### src/hw/rtl/ksc_pkg.sv
// shared types, constants and helpers for the keyword substitution cipher unit
// no dependencies; imported by the controller, datapath and top level
`default_nettype none

package ksc_pkg;

    localparam int LETTERS  = 26;
    localparam int LETTER_W = 5;
    localparam logic [7:0] CODE_A       = 8'h41;
    localparam logic [7:0] CODE_Z       = 8'h5A;
    localparam logic [7:0] CODE_LOWER_A = 8'h61;
    localparam logic [7:0] CODE_LOWER_Z = 8'h7A;
    localparam logic [LETTER_W-1:0] LAST_LETTER = LETTER_W'(LETTERS - 1);
    localparam logic [LETTER_W-1:0] FULL_COUNT  = LETTER_W'(LETTERS);

    // request kinds carried on the input tuser
    typedef enum logic [1:0] {
        REQ_CLEAR    = 2'd0,
        REQ_KEYWORD  = 2'd1,
        REQ_FINALIZE = 2'd2,
        REQ_PLAIN    = 2'd3
    } req_t;

    typedef enum logic [1:0] {
        ST_IDLE,
        ST_SWEEP,
        ST_LOOKUP
    } state_t;

    // controller to datapath commands
    typedef struct packed {
        logic clear;
        logic keyword;
        logic fin_start;
        logic sweep_step;
        logic lookup;
        logic load_out;
    } cmd_t;

    // datapath to controller status
    typedef struct packed {
        logic ready;
        logic sweep_last;
        logic out_busy;
    } stat_t;

    // letter code of a byte: bit 5 set for ascii letters, low bits the index 0..25
    function automatic logic [LETTER_W:0] letter_code(input logic [7:0] b);
        logic [7:0] diff;
        logic [LETTER_W:0] res;
        res = '0;
        diff = 8'h00;
        if (b >= CODE_A && b <= CODE_Z)
        begin
            diff = b - CODE_A;
            res = {1'b1, diff[LETTER_W-1:0]};
        end
        else if (b >= CODE_LOWER_A && b <= CODE_LOWER_Z)
        begin
            diff = b - CODE_LOWER_A;
            res = {1'b1, diff[LETTER_W-1:0]};
        end
        return res;
    endfunction

endpackage

`default_nettype wire

### src/hw/rtl/ksc_ctrl.sv
// controller state machine for the keyword substitution cipher unit
// depends on ksc_pkg; drives datapath commands from request kind and status
`default_nettype none

module ksc_ctrl
    import ksc_pkg::*;
(
    input  wire logic       clk,
    input  wire logic       rst_n,
    input  wire logic       in_valid,
    output logic            in_ready,
    input  wire logic [1:0] req_kind,
    input  wire stat_t      stat,
    output cmd_t            cmd
);

    state_t state_reg;
    state_t state_next;
    logic   accept;
    req_t   req;

    assign req    = req_t'(req_kind);
    assign accept = in_valid && in_ready;

    // state register
    always_ff @(posedge clk or negedge rst_n)
    begin
        if (!rst_n)
        begin
            state_reg <= ST_IDLE;
        end
        else
        begin
            state_reg <= state_next;
        end
    end

    // next state
    always_comb
    begin
        state_next = state_reg;
        case (state_reg)
            ST_IDLE:
            begin
                if (accept && req == REQ_FINALIZE && !stat.ready)
                begin
                    state_next = ST_SWEEP;
                end
                else if (accept && req == REQ_PLAIN)
                begin
                    state_next = ST_LOOKUP;
                end
            end
            ST_SWEEP:
            begin
                if (stat.sweep_last)
                begin
                    state_next = ST_IDLE;
                end
            end
            ST_LOOKUP:
            begin
                if (!stat.out_busy)
                begin
                    state_next = ST_IDLE;
                end
            end
            default:
            begin
                state_next = ST_IDLE;
            end
        endcase
    end

    // outputs
    always_comb
    begin
        in_ready = 1'b0;
        cmd      = '0;
        case (state_reg)
            ST_IDLE:
            begin
                in_ready      = 1'b1;
                cmd.clear     = accept && req == REQ_CLEAR;
                cmd.keyword   = accept && req == REQ_KEYWORD;
                cmd.fin_start = accept && req == REQ_FINALIZE && !stat.ready;
                cmd.lookup    = accept && req == REQ_PLAIN;
            end
            ST_SWEEP:
            begin
                cmd.sweep_step = 1'b1;
            end
            ST_LOOKUP:
            begin
                cmd.load_out = !stat.out_busy;
            end
            default:
            begin
                in_ready = 1'b0;
            end
        endcase
    end

endmodule

`default_nettype wire

### src/hw/rtl/ksc_datapath.sv
// datapath: used-letter map, cipher alphabet memory, fill count, sweep counter
// and output register; depends on ksc_pkg, driven by ksc_ctrl commands
`default_nettype none

module ksc_datapath
    import ksc_pkg::*;
(
    input  wire logic       clk,
    input  wire logic       rst_n,
    input  wire cmd_t       cmd,
    input  wire logic [7:0] char_in,
    input  wire logic       out_ready,
    output stat_t           stat,
    output logic            out_valid,
    output logic [7:0]      char_out,
    output logic            not_ready
);

    logic [LETTERS-1:0]  used_reg, used_next;
    logic [LETTER_W-1:0] fill_reg, fill_next;
    logic                ready_reg, ready_next;
    logic [LETTER_W-1:0] k_reg, k_next;

    logic [LETTER_W-1:0] alpha_mem [LETTERS];
    logic [LETTER_W-1:0] rd_data_reg;
    logic                wr_en;
    logic [LETTER_W-1:0] wr_data;

    logic [7:0]          ch_reg;
    logic                letter_reg;
    logic                pend_nr_reg;

    logic                out_valid_reg;
    logic [7:0]          out_char_reg;
    logic                out_nr_reg;

    logic [LETTER_W:0]   code;
    logic                in_letter;
    logic [LETTER_W-1:0] in_idx;
    logic [7:0]          enc_char;

    assign code      = letter_code(char_in);
    assign in_letter = code[LETTER_W];
    assign in_idx    = code[LETTER_W-1:0];

    // alphabet build: clear, keyword append and finalize sweep
    always_comb
    begin
        used_next  = used_reg;
        fill_next  = fill_reg;
        ready_next = ready_reg;
        k_next     = k_reg;
        wr_en      = 1'b0;
        wr_data    = in_idx;
        if (cmd.clear)
        begin
            used_next  = '0;
            fill_next  = '0;
            ready_next = 1'b0;
        end
        else if (cmd.keyword)
        begin
            if (!ready_reg && in_letter && !used_reg[in_idx])
            begin
                used_next[in_idx] = 1'b1;
                if (fill_reg < FULL_COUNT)
                begin
                    wr_en     = 1'b1;
                    fill_next = fill_reg + 1'b1;
                end
            end
        end
        else if (cmd.fin_start)
        begin
            k_next = '0;
        end
        else if (cmd.sweep_step)
        begin
            wr_data = k_reg;
            if (!used_reg[k_reg])
            begin
                used_next[k_reg] = 1'b1;
                if (fill_reg < FULL_COUNT)
                begin
                    wr_en     = 1'b1;
                    fill_next = fill_reg + 1'b1;
                end
            end
            k_next = k_reg + 1'b1;
            if (k_reg == LAST_LETTER)
            begin
                ready_next = 1'b1;
            end
        end
    end

    // control registers
    always_ff @(posedge clk or negedge rst_n)
    begin
        if (!rst_n)
        begin
            used_reg  <= '0;
            fill_reg  <= '0;
            ready_reg <= 1'b0;
            k_reg     <= '0;
        end
        else
        begin
            used_reg  <= used_next;
            fill_reg  <= fill_next;
            ready_reg <= ready_next;
            k_reg     <= k_next;
        end
    end

    // alphabet memory, one write and one registered read
    always_ff @(posedge clk)
    begin
        if (wr_en)
        begin
            alpha_mem[fill_reg] <= wr_data;
        end
        if (cmd.lookup && ready_reg && in_letter)
        begin
            rd_data_reg <= alpha_mem[in_idx];
        end
    end

    // plaintext beat held during the lookup
    always_ff @(posedge clk)
    begin
        if (cmd.lookup)
        begin
            ch_reg      <= char_in;
            letter_reg  <= in_letter;
            pend_nr_reg <= !ready_reg;
        end
    end

    assign enc_char = (letter_reg && !pend_nr_reg) ? (CODE_A + 8'(rd_data_reg)) : ch_reg;

    // output register
    always_ff @(posedge clk or negedge rst_n)
    begin
        if (!rst_n)
        begin
            out_valid_reg <= 1'b0;
        end
        else if (cmd.load_out)
        begin
            out_valid_reg <= 1'b1;
        end
        else if (out_ready)
        begin
            out_valid_reg <= 1'b0;
        end
    end

    always_ff @(posedge clk)
    begin
        if (cmd.load_out)
        begin
            out_char_reg <= enc_char;
            out_nr_reg   <= pend_nr_reg;
        end
    end

    assign out_valid       = out_valid_reg;
    assign char_out        = out_char_reg;
    assign not_ready       = out_nr_reg;
    assign stat.ready      = ready_reg;
    assign stat.sweep_last = k_reg == LAST_LETTER;
    assign stat.out_busy   = out_valid_reg && !out_ready;

    // a finalized alphabet is always full
    a_ready_full: assert property (@(posedge clk) disable iff (!rst_n)
        ready_reg |-> (fill_reg == FULL_COUNT && (&used_reg)))
        else $error("finalized alphabet not full");

    // each used letter owns exactly one alphabet entry
    a_fill_matches_used: assert property (@(posedge clk) disable iff (!rst_n)
        $countones(used_reg) == int'(fill_reg))
        else $error("fill count out of step with used-letter map");

    // a waiting result is never overwritten
    a_no_overwrite: assert property (@(posedge clk) disable iff (!rst_n)
        cmd.load_out |-> !(out_valid_reg && !out_ready))
        else $error("output register overwritten while stalled");

    // the sweep ends in a finalized alphabet
    a_sweep_done: assert property (@(posedge clk) disable iff (!rst_n)
        (cmd.sweep_step && k_reg == LAST_LETTER) |=> ready_reg)
        else $error("sweep finished without finalizing");

endmodule

`default_nettype wire

### src/hw/rtl/keyword_substitution_cipher_unit.sv
// keyword substitution cipher unit: clear and keyword beats are taken in the idle state
// finalize, unless already finalized, runs a sweep over A..Z in the datapath, input stalled meanwhile
// plaintext: registered alphabet read then output register; the input is stalled until
// the result is loaded, and the load waits while the output is not taken
// rst_n (async, active low) clears the used-letter map, fill count, ready flag,
// state machine and output valid; alphabet entries are not cleared
`default_nettype none

module keyword_substitution_cipher_unit
    import ksc_pkg::*;
(
    input  wire logic       clk,
    input  wire logic       rst_n,
    input  wire logic       s_axis_tvalid,
    output logic            s_axis_tready,
    input  wire logic [7:0] s_axis_tdata,   // [7:0] char_in
    input  wire logic [1:0] s_axis_tuser,   // [1:0] req_type
    output logic            m_axis_tvalid,
    input  wire logic       m_axis_tready,
    output logic [7:0]      m_axis_tdata,   // [7:0] char_out
    output logic [0:0]      m_axis_tuser    // [0] not_ready
);

    cmd_t  cmd;
    stat_t stat;

    ksc_ctrl u_ctrl (
        .clk      (clk),
        .rst_n    (rst_n),
        .in_valid (s_axis_tvalid),
        .in_ready (s_axis_tready),
        .req_kind (s_axis_tuser),
        .stat     (stat),
        .cmd      (cmd)
    );

    ksc_datapath u_datapath (
        .clk       (clk),
        .rst_n     (rst_n),
        .cmd       (cmd),
        .char_in   (s_axis_tdata),
        .out_ready (m_axis_tready),
        .stat      (stat),
        .out_valid (m_axis_tvalid),
        .char_out  (m_axis_tdata),
        .not_ready (m_axis_tuser[0])
    );

endmodule

`default_nettype wire

### config.mk
export PLATFORM = sky130hd
export DESIGN_NAME = keyword_substitution_cipher_unit
export DESIGN_NICKNAME = d
export VERILOG_FILES = /design/src/hw/rtl/ksc_pkg.sv /design/src/hw/rtl/ksc_ctrl.sv /design/src/hw/rtl/ksc_datapath.sv /design/src/hw/rtl/keyword_substitution_cipher_unit.sv
export SDC_FILE = /design/constraint.sdc
export NUM_CORES = 1
export LEC_CHECK = 0
export ABC_AREA = 1
export BUFFER_PORTS_ARGS = -buffer_cell sky130_fd_sc_hd__buf_2
export CAP_MARGIN = 20
export CORE_MARGIN = 5
export CORE_UTILIZATION = 60
export CTS_BUF_LIST = sky130_fd_sc_hd__clkbuf_8
export DETAILED_ROUTE_END_ITERATION = 16
export GPL_ROUTABILITY_DRIVEN = 0
export HOLD_SLACK_MARGIN = 0.1
export PLACE_DENSITY = 0.73
export REMOVE_ABC_BUFFERS = 1
export SYNTH_ARGS = -nofsm -noshare
export SYNTH_HDL_FRONTEND = slang
export SYNTH_SLANG_ARGS = --single-unit
### constraint.sdc
create_clock -name clk -period 3.5 [get_ports clk]
set_input_delay 0.35 -clock clk [delete_from_list [all_inputs] [get_ports clk]]
set_output_delay 0.35 -clock clk [all_outputs]
set_load 0.02 [all_outputs]
---- After elaboration in Yosys (flattened, before gate mapping) ----
Memory sizes are Yosys's and may differ from the RTL's. A register that Yosys moved wholly into a read port is not among the register bits.
Cells that the tools add are included.
word-level totals
  bits in registers ....................... 59
  RAM bits ................................ 130
  input port bits ......................... 14
  output and inout bits ................... 11
  word-level logic and storage cells ...... 132
  memories kept ........................... 1
cells by class
  add/sub/neg operators ................... 5
  $lt $le $gt $ge ......................... 9
  equal/unequal tests ..................... 14
  multiplexer cells ....................... 56
  bitwise logic cells ..................... 4
  reduce and logical (&&, ||, !) cells .... 32
memories
  memory                words  bits a word  read ports  clocked after memory_dff  write ports  line                source
  u_datapath.alpha_mem  26     5            1           1                         1            ksc_datapath.sv:24  logic [LETTER_W-1:0] alpha_mem [LETTERS];
operators with widths
  operator             count
  $mux 26              6
  $mux 5               13
  $or 26x26->26        2
  $mux 1               24
  $ge 8x7->1 const B   2
  $le 8x7->1 const B   2
  $logic_and 1x1->1    16
  $lt 5x6->1 const B   2
  $mux 6               2
  $add 5x1->5 const B  2
  $bmux 1 s5           2
  $demux 1 s5          2
  $ge 5x1->1 const B   2
  $sub 5x1->5 const B  2
  $ne 3x1->1 const B   3
  $add 7x5->8 const A  1
  $mux 2               4
  $mux 8               1
  $reduce_and 4->1     2
  $reduce_bool 2->1    4
  $eq 2x2->1 const B   3
  $pmux 2 s3           1
  $reduce_and 3->1     2
  $eq 5x5->1 const B   1
  10 further kinds     19

---- Longest topological paths before layout ----
Gate-level depths: netlist of the first run.
  depth after elaboration ................. 13
  depth in mapped cells ................... 22
  mapped depth without buffers ............ 19

---- Cells and area by module ----
From an unflattened synthesis of the first run, not the netlist that was laid out.
second synthesis, totals
  cells, all modules ...................... 856
  area, all modules ....................... 8957.3 um2
by module, submodules not included
  module        times used  cells each  area an instance (um2)
  ksc_datapath  1           830         8802.2
  ksc_ctrl      1           26          155.1

---- Least setup slack after synthesis of the first run ----
No wires, ideal clock.
  path kind ............................... input -> register
  from .................................... input port s_axis_tdata[0]
  to ...................................... memory u_datapath.alpha_mem[0][0] (data pin)
  data arrival time ....................... 2.581 ns
  data required time ...................... 3.083 ns
  path slack .............................. 0.502 ns
  stages on the path ...................... 10
  cells stage by stage .................... inv_4 clkbuf_1 ha_1 nand2_1 nand3_2 nand2_2 nand2_4 nand3_4 buf_4 a21boi_0
between the ends
  longest elaborated chain between the ends .. 8
  elaborated cells between the ends (all ways) .. 14
  classes of those cells .................. add/sub (2); order compare (4); mux (6); reduce/logical (2)
ends and longest elaborated chain
  item                                      line                                    source
  start, declared                           keyword_substitution_cipher_unit.sv:16  input wire logic [7:0] s_axis_tdata,
  $ge 8x7->1 or $le 8x7->1 (tied branches)  ksc_pkg.sv:58                           else if (b >= CODE_LOWER_A && b <= CODE_LOWER_Z)
  $logic_and 1x1->1                         ksc_pkg.sv:58
  $mux 6                                    ksc_pkg.sv:58
  $mux 6 (*)                                ksc_pkg.sv:53                           if (b >= CODE_A && b <= CODE_Z)
  $mux 5                                    ksc_datapath.sv:77                      else if (cmd.sweep_step)
  $mux 5                                    ksc_datapath.sv:73                      else if (cmd.fin_start)
  $mux 5                                    ksc_datapath.sv:61                      else if (cmd.keyword)
  $mux 5 (*)                                ksc_datapath.sv:55                      if (cmd.clear)
  named net u_datapath.wr_data[0]           ksc_datapath.sv:27                      logic [LETTER_W-1:0] wr_data;
  end, declared                             ksc_datapath.sv:24
Mark *: on every way through the listed nets, which the timed path passes. The rest lies on a longest branch.

---- Worst setup path in the final report of the first run ----
  from .................................... input port s_axis_tdata[6]
  to ...................................... register u_datapath.rd_data_reg[0], read port of u_datapath.alpha_mem (data pin)
between the ends
  longest elaborated chain between the ends .. 5
  elaborated cells between the ends (all ways) .. 9
  classes of those cells .................. order compare (4); mux (2); reduce/logical (3)
ends and longest elaborated chain
  item                                      line                 source
  $ge 8x7->1 or $le 8x7->1 (tied branches)  ksc_pkg.sv:58
  $logic_and 1x1->1                         ksc_pkg.sv:58
  $mux 6                                    ksc_pkg.sv:58
  $mux 6 (*)                                ksc_pkg.sv:53
  $logic_and 1x1->1                         ksc_datapath.sv:123  if (cmd.lookup && ready_reg && in_letter)
  end, declared                             ksc_datapath.sv:25   logic [LETTER_W-1:0] rd_data_reg;
Every way passes the cells marked *; elsewhere a longest branch is shown, timed or not.
A chain may end at the register's enable or synchronous reset.

==> results.md, run 1 <==
* Status: complete, no violations
* Vias in the first global route at 6,846
* Mux cell area share after synthesis at 0%
* Gate Count Post-Synth at 870
* Crit share post-route at 81.3%
* Post-CTS Setup Bufs at 0
* Clock sink count at 194
* RSZ-0062 raised after global routing: false
* DIE HEIGHT at 135 um
* Arr. time, crit path at 3060 ps
* Depth of the most critical reg-to-reg path at 11
* I/O Pins at 25
* Core Area at 15,200 um2
* Largest family of logic cells by synthesized area: compound AO/OA/AOI/OAI gates
* Synth top cells by count: nand2_1 (184), edfxtp_1 (154), o21ai_0 (60)
* Adder-cell share of the synthesized area at 1.61%
* First-pass GRT wire length at 36,700 um
* Lkg Pwr at 3.82 nW
* Critical path startpoint category: input pin
* Inserted Clock Buffers at 17
* Post-Synth Simple-Gate Area at 15.7%
* CTS clk-pin slew, worst paths at 90 ps
* Max-slew headroom at 35.2%
* R2R Setup Slk at 710 ps
* Cell accounting for the most synthesized area: edfxtp_1
* # DRC at 0
* First-pass DRT Iterations at 7
* Total GRT Usage at 26.5%
* Maxcap violations at 0
* WS Path Type: in -> reg
* Worst reg2reg path endpoint: u_datapath.used_reg[25]$_DFFE_PN0P_
* H-tree depth at 4
* Most common cell in the netlist: nand2_1
* Final setup TNS at 0 ps
* Launch point of the worst reg-to-reg path: u_datapath.k_reg[0]$_DFFE_PN0P_
* Synth Area in XOR/XNOR at 0.806%
* Pin count of the biggest net entering global routing at 53
* Synth Area in Compound Gates at 16.5%
* Initial DRC Count at 969
* Worst Setup EP: u_datapath.rd_data_reg[0]$_DFFE_PP_
* Post-synth EDFFs at 154
* Fmax at 351 MHz
* Grt total ovfl at 0
* HP Class: in -> reg
* Wire per inst at 20.6 um
* Clock insertion delay at the later pin of the skew report at 470 ps
* Vias at 7,037
* Fin Clk Skew at 18.1 ps
* Mapped Area at 9310 um2
* Starting Density at 61.3%
* Detailed-placement wirelength estimate at 15,700 um
* Clk root buf: clkbuf_8
* Inserted Diodes at 0
* Syn_area_per_cell at 10.7 um2
* Distinct cells, synth at 46
* Vias per cell at 6.29
* Top cell type's share of synthesized area at 49.7%
* Final setup viols at 0
* Post-CTS Hold Buffers at 3
* Synth Flop Type: edfxtp_1
* Worst Setup SP: s_axis_tdata[6]
* Die area at 18,100 um2
* Hold violation count in the final report at 0
* Max FO, Critical Path at 22
* Synth warnings at 0
* Cts repair resizes at 0
* Pwr Total at 0.00671 W
* Req. time, crit path at 3720 ps
* Synth top area cells: edfxtp_1 (50%), dfrtp_1 (11%), nand2_1 (7.4%)
* Die width at 135 um
* TritonCTS clock tree: done
* Nets at 943
* Share of flip-flops with an asynchronous set or reset at 20.6%
* Row cnt at 45
* Max FFs per register at 130
* Worst setup EP type: flop
* Buffers on Ports at 24
* Layout cell share with drive strength beyond 1 at 17.0%
* Seq cells post-synth at 194
* Power Density at 660 nW/um2
* Register area share after synthesis at 60.4%
* Max Slew Vio Count at 0
* Peak supply drop at 0.391 mV
* Fillers at 1,157
* DRT Wirelength at 23,000 um
* Initial antenna violation count at 0
* Post-layout minimum cycle time at 2850 ps
* Synth-to-Final Area Change at 9.30%
* Max Root-Sink Buffers at 2
* Slew of the pin with the lowest slew margin at 965 ps
* Number of nets with antenna violations after routing at 0
[worst min path at each step]
| stage | startpoint | endpoint | slack, ps | cells after the start |
|---|---|---|---|---|
| 6_report | s_axis_tdata[5] | u_datapath.ch_reg[5]$_DFFE_PP_ | 140 | 1 |
| 2_1_floorplan | rst_n | u_ctrl.state_reg[0]$_DFFE_PN0P_ | 50 | 0 |
| 4_1_cts | s_axis_tdata[5] | u_datapath.ch_reg[5]$_DFFE_PP_ | 110 | 1 |
| 3_3_place_gp | u_datapath.pend_nr_reg$_DFFE_PP_ | u_datapath.not_ready$_DFFE_PP_ | 450 | 0 |
| 5_1_grt | s_axis_tdata[5] | u_datapath.ch_reg[5]$_DFFE_PP_ | 100 | 1 |
| 3_5_place_dp | u_datapath.pend_nr_reg$_DFFE_PP_ | u_datapath.not_ready$_DFFE_PP_ | 460 | 0 |
[layout by cell type, fill, tap and decap left out, types with 2 or more instances in the layout]
| cell | n |
|---|---|
| nor3_2 | 2 |
| xor2_2 | 2 |
| nor2_4 | 6 |
| a21oi_1 | 56 |
| o22ai_1 | 18 |
| nand3_1 | 12 |
| clkinv_4 | 2 |
| clkinv_8 | 2 |
| nor2_2 | 6 |
| o32ai_1 | 12 |
| inv_6 | 4 |
| nand2_1 | 184 |
| nand2_4 | 4 |
| ha_1 | 12 |
| a22oi_1 | 54 |
| o21ai_1 | 10 |
| clkinv_1 | 8 |
| edfxtp_1 | 154 |
| o21ai_2 | 26 |
| nand3_2 | 2 |
| inv_2 | 3 |
| inv_8 | 2 |
| inv_1 | 52 |
| nor4_1 | 3 |
| clkbuf_8 | 17 |
| nor3_1 | 22 |
| nand2_2 | 4 |
| xor2_1 | 3 |
| nor2_1 | 42 |
| dfrtp_1 | 40 |
| o21ai_0 | 56 |
| dlygate4sd3_1 | 3 |
| buf_2 | 24 |
| a21boi_1 | 2 |
| o211ai_1 | 4 |
| or2_2 | 2 |
| nand4_1 | 21 |
| buf_4 | 42 |
[where the power goes]
part | internal, W | leakage, nW | switching, W | total [W]
combinational | 0.000598 | 1.69 | 0.00150 | 0.00210
clock | 0.000582 | 0.190 | 0.000808 | 0.00139
sequential | 0.00293 | 1.94 | 0.000300 | 0.00323
total | 0.00411 | 3.82 | 0.00261 | 0.00671
[stage by stage]
step	hold slack [ps]	worst slack (ps)	cell area, um2	utilization (%)	std cells
2_1_floorplan	54.4	252	9080	-	829
5_1_grt	102	462	10200	67.0	1118
6_report	135	655	10200	67.0	1118
3_3_place_gp	452	468	9760	64.2	1083
4_1_cts	113	709	10200	67.0	1118
3_5_place_dp	456	337	9760	64.2	1083
[area by class of cell]
| cell class | instances | area [um2] | area share (%) |
|---|---|---|---|
| inverter | 61 | 236 | 2.32 |
| tap | 188 | 235 | 2.31 |
| timing repair buffer | 69 | 465 | 4.57 |
| sequential | 194 | 5630 | 55.3 |
| clock buffer | 17 | 234 | 2.30 |
| multi-input combinational | 574 | 3230 | 31.7 |
| clock inverter | 15 | 151 | 1.49 |
[critical path: stages]
cell and delay (ps):
dlygate4sd3_1 530, buf_2 110, inv_1 30, nor2_1 130, nand2_2 100, inv_6 150, nand3_1 220, inv_1 250
nor2_2 60, buf_4 210, buf_4 200, a22oi_1 170, a21oi_1 130, nor3_1 300, nand2_1 90
[per-layer routing]
metal  wire, um  global-route usage, %  share of wire, %  vias to the layer above
li1           -                      -                 -                     3234
met1       9530                   36.9                41                     3344
met2      10800                   41.6                47                      389
met3       2030                   5.25               8.8                       70
met4        738                   10.0               3.2                        0
met5          0                      0                 0                        -
[logic make-up after synthesis]
kind of cell,after synthesis
simple gates,315
xor+xnor,6
fa+ha+maj,12
flops,194
compound gates,241
buf+inv,102
Power figures use the tool's default switching activity.
==> inputs of run 2 (changes only) <==
Settings changed: ABC_AREA 1 to 0.
Clock period 3.5 ns to 2.9 ns, I/O delays scaled along.
==> run 2 against run 1 <==
The flow now finishes with violations (setup timing). Register-to-register slack worse by 750 ps. Setup slack worse by 720 ps. Total power grew 26%. Worst hold slack gained 20 ps. Clock power rose by 18%. Sequential cell count unchanged. Cell count down 5.4%. Non-clock buffer count increased by 71. Combinational power rose by 45%. Cell area up 11%. Count of clock-buffer cells in the layout unchanged. Largest cell class unchanged.
==> results.md, run 2 <==
* Syn_area_per_cell at 13.0 um2
* Area of the multi-input gates at 3850 um2
* Launch point of the worst reg-to-reg path: u_datapath.k_reg[0]$_DFFE_PN0P_
* Clock sink count at 194
* WS Path Type: in -> reg
* Max-slew headroom at 37.6%
* Lkg Pwr at 4.04 nW
* First-pass DRT Iterations at 6
* Inst Count DP at 1,017
* Post-layout minimum cycle time at 2970 ps
* Synth Flop Type: edfxtp_1
* Share of flip-flops with an asynchronous set or reset at 20.6%
* Post-synth EDFFs at 154
* Max FO, Critical Path at 5
* Distinct cells, synth at 66
* Synth-to-Final Area Change at 20.1%
* FF+latch area at 5630 um2
* Vias in the first global route at 6,542
* DRT Wirelength at 24,700 um
* Inserted Clock Buffers at 17
* Buffers on Ports at 24
* CTS clk-pin slew, worst paths at 100 ps
* Fin Clk Skew at 17.9 ps
* Commonest non-fill, non-tap cells in the layout: edfxtp_1 (154), buf_4 (99), nand2_1 (72)
* I/O Pins at 25
* Pin count of the biggest net entering global routing at 46
* Cell accounting for the most synthesized area: edfxtp_1
* Clock insertion delay at the later pin of the skew report at 470 ps
* Slew of the pin with the lowest slew margin at 936 ps
* Worst Setup SP: s_axis_tdata[6]
* Die width at 135 um
* Peak supply drop at 0.477 mV
* Setup ws final at -67.2 ps
* Fmax at 337 MHz
* Max Root-Sink Buffers at 2
* Power Density at 750 nW/um2
* Synth warnings at 0
* Pwr Total at 0.00847 W
* Mapped Area at 9400 um2
* Starting Density at 61.4%
* First-pass GRT wire length at 37,800 um
* Die area at 18,300 um2
* RSZ-0062 raised after global routing: true
* Core Area at 15,300 um2
* Violated checks: setup timing
* Number of nets with antenna violations after routing at 0
* Row cnt at 45
* Crit share post-route at 102%
* Initial antenna violation count at 0
* Layout cell share with drive strength beyond 1 at 31.8%
* Most common cell in the netlist: edfxtp_1
* Total GRT Usage at 27.4%
* Worst setup EP type: flop
* Gate Count Post-Synth at 725
* Req. time, crit path at 3080 ps
* H-tree depth at 4
* HP Class: in -> reg
* TritonCTS clock tree: done
* Maxcap violations at 0
* Status: complete, but fails checks
* Top cell type's share of synthesized area at 49.2%
* Detailed-placement wirelength estimate at 16,700 um
* Hold Startpoint: s_axis_tdata[5]
* Final setup viols at 72
* Vias at 6,809
* Nets at 860
* DIE HEIGHT at 135 um
* Seq cells post-synth at 194
* Grt total ovfl at 0
* Vias per cell at 6.44
* Critical path startpoint category: input pin
* Wire per inst at 23.4 um
* Register area share after synthesis at 59.8%
* # DRC at 0
* Hold violation count in the final report at 0
* Arr. time, crit path at 3150 ps
* Initial DRC Count at 827
* Synth top cells by count: edfxtp_1 (154), nand2_1 (72), dfrtp_1 (40)
* Fillers at 968
* Inserted Diodes at 0
* Layout Cells excl Fill at 1,058
* Max Slew Vio Count at 0
* Clk root buf: clkbuf_8
* Most common cell after layout, fill and taps aside: edfxtp_1
* Synth top area cells: edfxtp_1 (49%), dfrtp_1 (11%), mux4_2 (6.9%)
* Max FFs per register at 130
==> run 2: final cells by class <==
class                           count  share of cell area, %
Multi-Input combinational cell    467                   34.1
Sequential cell                   194                   49.8
Timing Repair Buffer              140                   10.1
Clock inverter                     15                   1.15
Clock buffer                       17                   2.07
Tap cell                          211                   2.34
Inverter                           14                  0.465
==> run 2: final timing paths <==
path / end / slack (ps) / cells past startpoint
min: u_datapath.ch_reg[5]$_DFFE_PP_ / 160 / 2
min in group asynchronous: u_datapath.used_reg[23]$_DFFE_PN0P_ / 490 / 2
max reg2reg: u_datapath.alpha_mem[18][3]$_DFFE_PP_ / -40 / 9
min reg2reg: u_datapath.not_ready$_DFFE_PP_ / 470 / 0
max: u_datapath.alpha_mem[18][3]$_DFFE_PP_ / -70 / 12
max in group asynchronous: u_datapath.k_reg[0]$_DFFE_PN0P_ / 1760 / 2
==> run 2: layer usage <==
layer	wire, um	vias to the layer above	track usage [%]
met4	530	0	7.39
met5	0	-	0
li1	-	2994	-
met3	2190	43	6.35
met2	12000	392	42.9
met1	10100	3380	39.0
==> run 2: logic make-up after synthesis <==
logic type | count (synthesis) | synth area share, %
AOI/OAI and AO/OA | 141 | 11.2
xor gates and xnor gates | 9 | 0.838
adders and majority gates | 12 | 1.60
buffers and inverters | 64 | 2.97
DFF | 194 | 59.8
muxes | 52 | 9.42
and+or+nand+nor | 253 | 14.2
==> run 2: power by group <==
part | internal [W] | total [W] | switching [W]
clock | 0.000616 | 0.00164 | 0.00102
sequential | 0.00347 | 0.00379 | 0.000317
combinational | 0.00126 | 0.00304 | 0.00178
total | 0.00535 | 0.00847 | 0.00312
==> run 2: per-stage QoR <==
stage	setup slack, ps	cell area (um2)	TNS [ps]	util, %	hold slack (ps)
6_report	-67.2	11300	-1930	73.8	156
5_1_grt	-120	11300	-4090	73.8	121
4_1_cts	-11.9	11000	-141	71.5	102
3_5_place_dp	-485	10400	-58290	68.0	440
3_3_place_gp	-431	10400	-48410	68.0	419
2_1_floorplan	-1380	9180	-256080	-	-5.59
==> run 2: critical path, cell delays in order <==
cell	delay, ps
dlygate4sd3_1	580
inv_1	100
a2111oi_4	350
nand2_2	140
a22o_1	230
a222oi_1	380
and3_1	270
a21oi_4	120
buf_12	180
buf_6	130
nor3b_2	200
buf_4	180
==> run 2: what timing repair did <==
| item | CTS | global route |
|---|---|---|
| setup buffers | 2 | 1 |
| cloned | 0 | 2 |
| gates resized for setup | 25 | 49 |
| hold buffers | 3 | 1 |
| pin swaps | 2 | 18 |
| setup endpoints to repair | 160 | 141 |
| hold endpoints to repair | 42 | 1 |
==> inputs of run 3 (changes only) <==
Settings changed: BUFFER_PORTS_ARGS -buffer_cell sky130_fd_sc_hd__buf_2 to -buffer_cell sky130_fd_sc_hd__clkbuf_2.
==> run 3 against run 2 <==
The flow now finishes without violations. Sequential cell count did not move. Worst hold slack improved by 18 ps. Critical path depth fell by 1. Clock skew rose by 0.54 ps. Die area did not move. First-iteration DRC count fell by 10%. Clock power rose by 12%. Sequential power barely moved. Via count rose by 0.81%. Maximum frequency rose by 2.9%. Largest power group unchanged.
==> results.md, run 3 (synthesis gave the netlist of run 2 again) <==
* Placed cell area at 10,500 um2
* Final setup viols at 0
* Combinational power share at 34.0%
* R2R Setup Slk at 50 ps
* Hold path depth at 2
* Clock insertion delay at the later pin of the skew report at 490 ps
* Die area at 18,300 um2
* Slew of the pin with the lowest slew margin at 1100 ps
* Most common cell after layout, fill and taps aside: edfxtp_1
* Inserted Diodes at 0
* Layout cell share with drive strength beyond 1 at 30.1%
* Starting Density at 61.4%
* Req. time, crit path at 3110 ps
* WHS at 173 ps
* Maxcap violations at 0
* DRT Wirelength at 24,800 um
* Clock power frac at 21.6%
* Pwr Total at 0.00851 W
* Worst setup EP type: flop
* Worst reg2reg path endpoint: u_datapath.alpha_mem[6][4]$_DFFE_PP_
* Power Density at 756 nW/um2
* Fmax at 347 MHz
* DIE HEIGHT at 135 um
* Setup ws final at 17.4 ps
* Vias per cell at 6.48
* Switching part of the total at 35.9%
* Inst Count DP at 1,018
* Vias at 6,864
* Initial antenna violation count at 0
* Max FO, Critical Path at 11
* Crit share post-route at 99.4%
* Core Area at 15,300 um2
* Wire per inst at 23.4 um
* NetSw at 0.00305 W
* Pre-CTS setup slack at -497 ps
* Lkg Pwr at 4.04 nW
* CP max stage cell: dlygate4sd3_1
* Max Slew Vio Count at 0
* Design Area, Final at 11,300 um2
* Status: complete, no violations
* Internal at 0.00546 W
* Total GRT Usage at 27.7%
* Vias in the first global route at 6,770
* Fin Clk Skew at 18.4 ps
* Detailed-placement wirelength estimate at 16,800 um
* CP max stage delay at 580 ps
* Max-slew headroom at 27.0%
* First-pass DRT Iterations at 5
* Arr. time, crit path at 3100 ps
* Die width at 135 um
* CP Cell Sequence: dlygate4sd3_1, inv_1, a2111oi_4, nand2_2, a22o_1, a222oi_1, and3_1, a21oi_4, clkbuf_16, nor4_2, buf_4
* Max Root-Sink Buffers at 2
* I/O Pins at 25
* Layout Cells excl Fill at 1,059
* # DRC at 0
* Peak supply drop at 0.460 mV
* Worst Setup SP: s_axis_tdata[6]
* Nets at 861
* CTS clk-pin slew, worst paths at 110 ps
* Inserted Clock Buffers at 17
* Fillers at 994
* TritonCTS clock tree: done
* HP Class: in -> reg
* WS Path Type: in -> reg
* Commonest non-fill, non-tap cells in the layout: edfxtp_1 (154), buf_4 (101), nand2_1 (72)
* Buffers on Ports at 24
* Grt total ovfl at 0
* Clk root buf: clkbuf_8
* Synth-to-Final Area Change at 19.8%
* Worst Setup EP: u_datapath.alpha_mem[6][4]$_DFFE_PP_
* Hold violation count in the final report at 0
* Critical path startpoint category: input pin
* Depth of the most critical reg-to-reg path at 9
* Reg power frac at 44.4%
* Pin count of the biggest net entering global routing at 46
* Launch point of the worst reg-to-reg path: u_datapath.k_reg[0]$_DFFE_PN0P_
* Number of nets with antenna violations after routing at 0
* Max FFs per register at 130
* Row cnt at 45
* Initial DRC Count at 741
* Post-layout minimum cycle time at 2880 ps
* Clock sink count at 194
* H-tree depth at 4
* First-pass GRT wire length at 38,200 um
* RSZ-0062 raised after global routing: true
## run 3: cell count changes in the layout (fill, tap and decap cells not counted), moves of 4 or more
cell      before  now
clkbuf_2       0   21
buf_12         3    7
o31ai_2       22   13
o31ai_1        6   19
o31ai_4        4    0
buf_2         22    0
## run 3: layout make-up
class                      count  area, um2  area share, %
sequential                   194       5630           50.0
multi-input combinational    467       3740           33.2
inverter                      14       52.6          0.467
clock buffer                  17        234           2.08
clock inverter                15        179           1.59
timing repair buffer         141       1160           10.3
tap                          211        264           2.34
## run 3: power groups by stage
stage	Clock (W)	Combinational [W]	Sequential [W]
3_3_place_gp	0	0.00240	0.00379
4_1_cts	0.00184	0.00259	0.00376
5_1_grt	0.00196	0.00307	0.00382
2_1_floorplan	0	0.00129	0.00379
6_report	0.00184	0.00289	0.00378
3_5_place_dp	0	0.00246	0.00380
## run 3: critical path, delay by kind of cell
family,cells,cell delay [ps]
simple gates,3,640
compound gates,4,1070
buf+inv,4,1090
## run 3: how the worst min path moves through the flow
stage	from	slack [ps]	end
after global routing	s_axis_tdata[2]	150	u_datapath.ch_reg[2]$_DFFE_PP_
final	s_axis_tdata[2]	170	u_datapath.ch_reg[2]$_DFFE_PP_
after floorplan	rst_n	-6	u_ctrl.state_reg[0]$_DFFE_PN0P_
after CTS	s_axis_tdata[2]	150	u_datapath.ch_reg[2]$_DFFE_PP_
after global placement	u_datapath.pend_nr_reg$_DFFE_PP_	420	u_datapath.not_ready$_DFFE_PP_
after detailed placement	u_datapath.pend_nr_reg$_DFFE_PP_	420	u_datapath.not_ready$_DFFE_PP_
## run 3: metal layers
metal / vias up / part of all wire (%) / global-route usage (%)
li1: 3000 / - / -
met1: 3381 / 40 / 37.8
met2: 405 / 48 / 44.5
met3: 78 / 9.4 / 5.35
met4: 0 / 3.4 / 10.9
met5: - / 0 / 0
## run 3: repair_timing
| item | 4_1_cts | 5_1_grt |
|---|---|---|
| pin swaps | 2 | 6 |
| resized for setup | 17 | 35 |
| hold buffers | 5 | 0 |
| hold endpoints to repair | 44 | 0 |
| setup buffers | 2 | 2 |
| endpoints found under the setup margin | 160 | 156 |
| cloned | 0 | 2 |
## run 3: per-stage QoR
| step | utilization (%) | setup TNS (ps) |
|---|---|---|
| floorplan | - | -256080 |
| global placement | 68.4 | -37550 |
| detailed placement | 68.4 | -56650 |
| CTS | 72.1 | -109 |
| global route | 73.5 | -604 |
| finish | 73.5 | 0 |
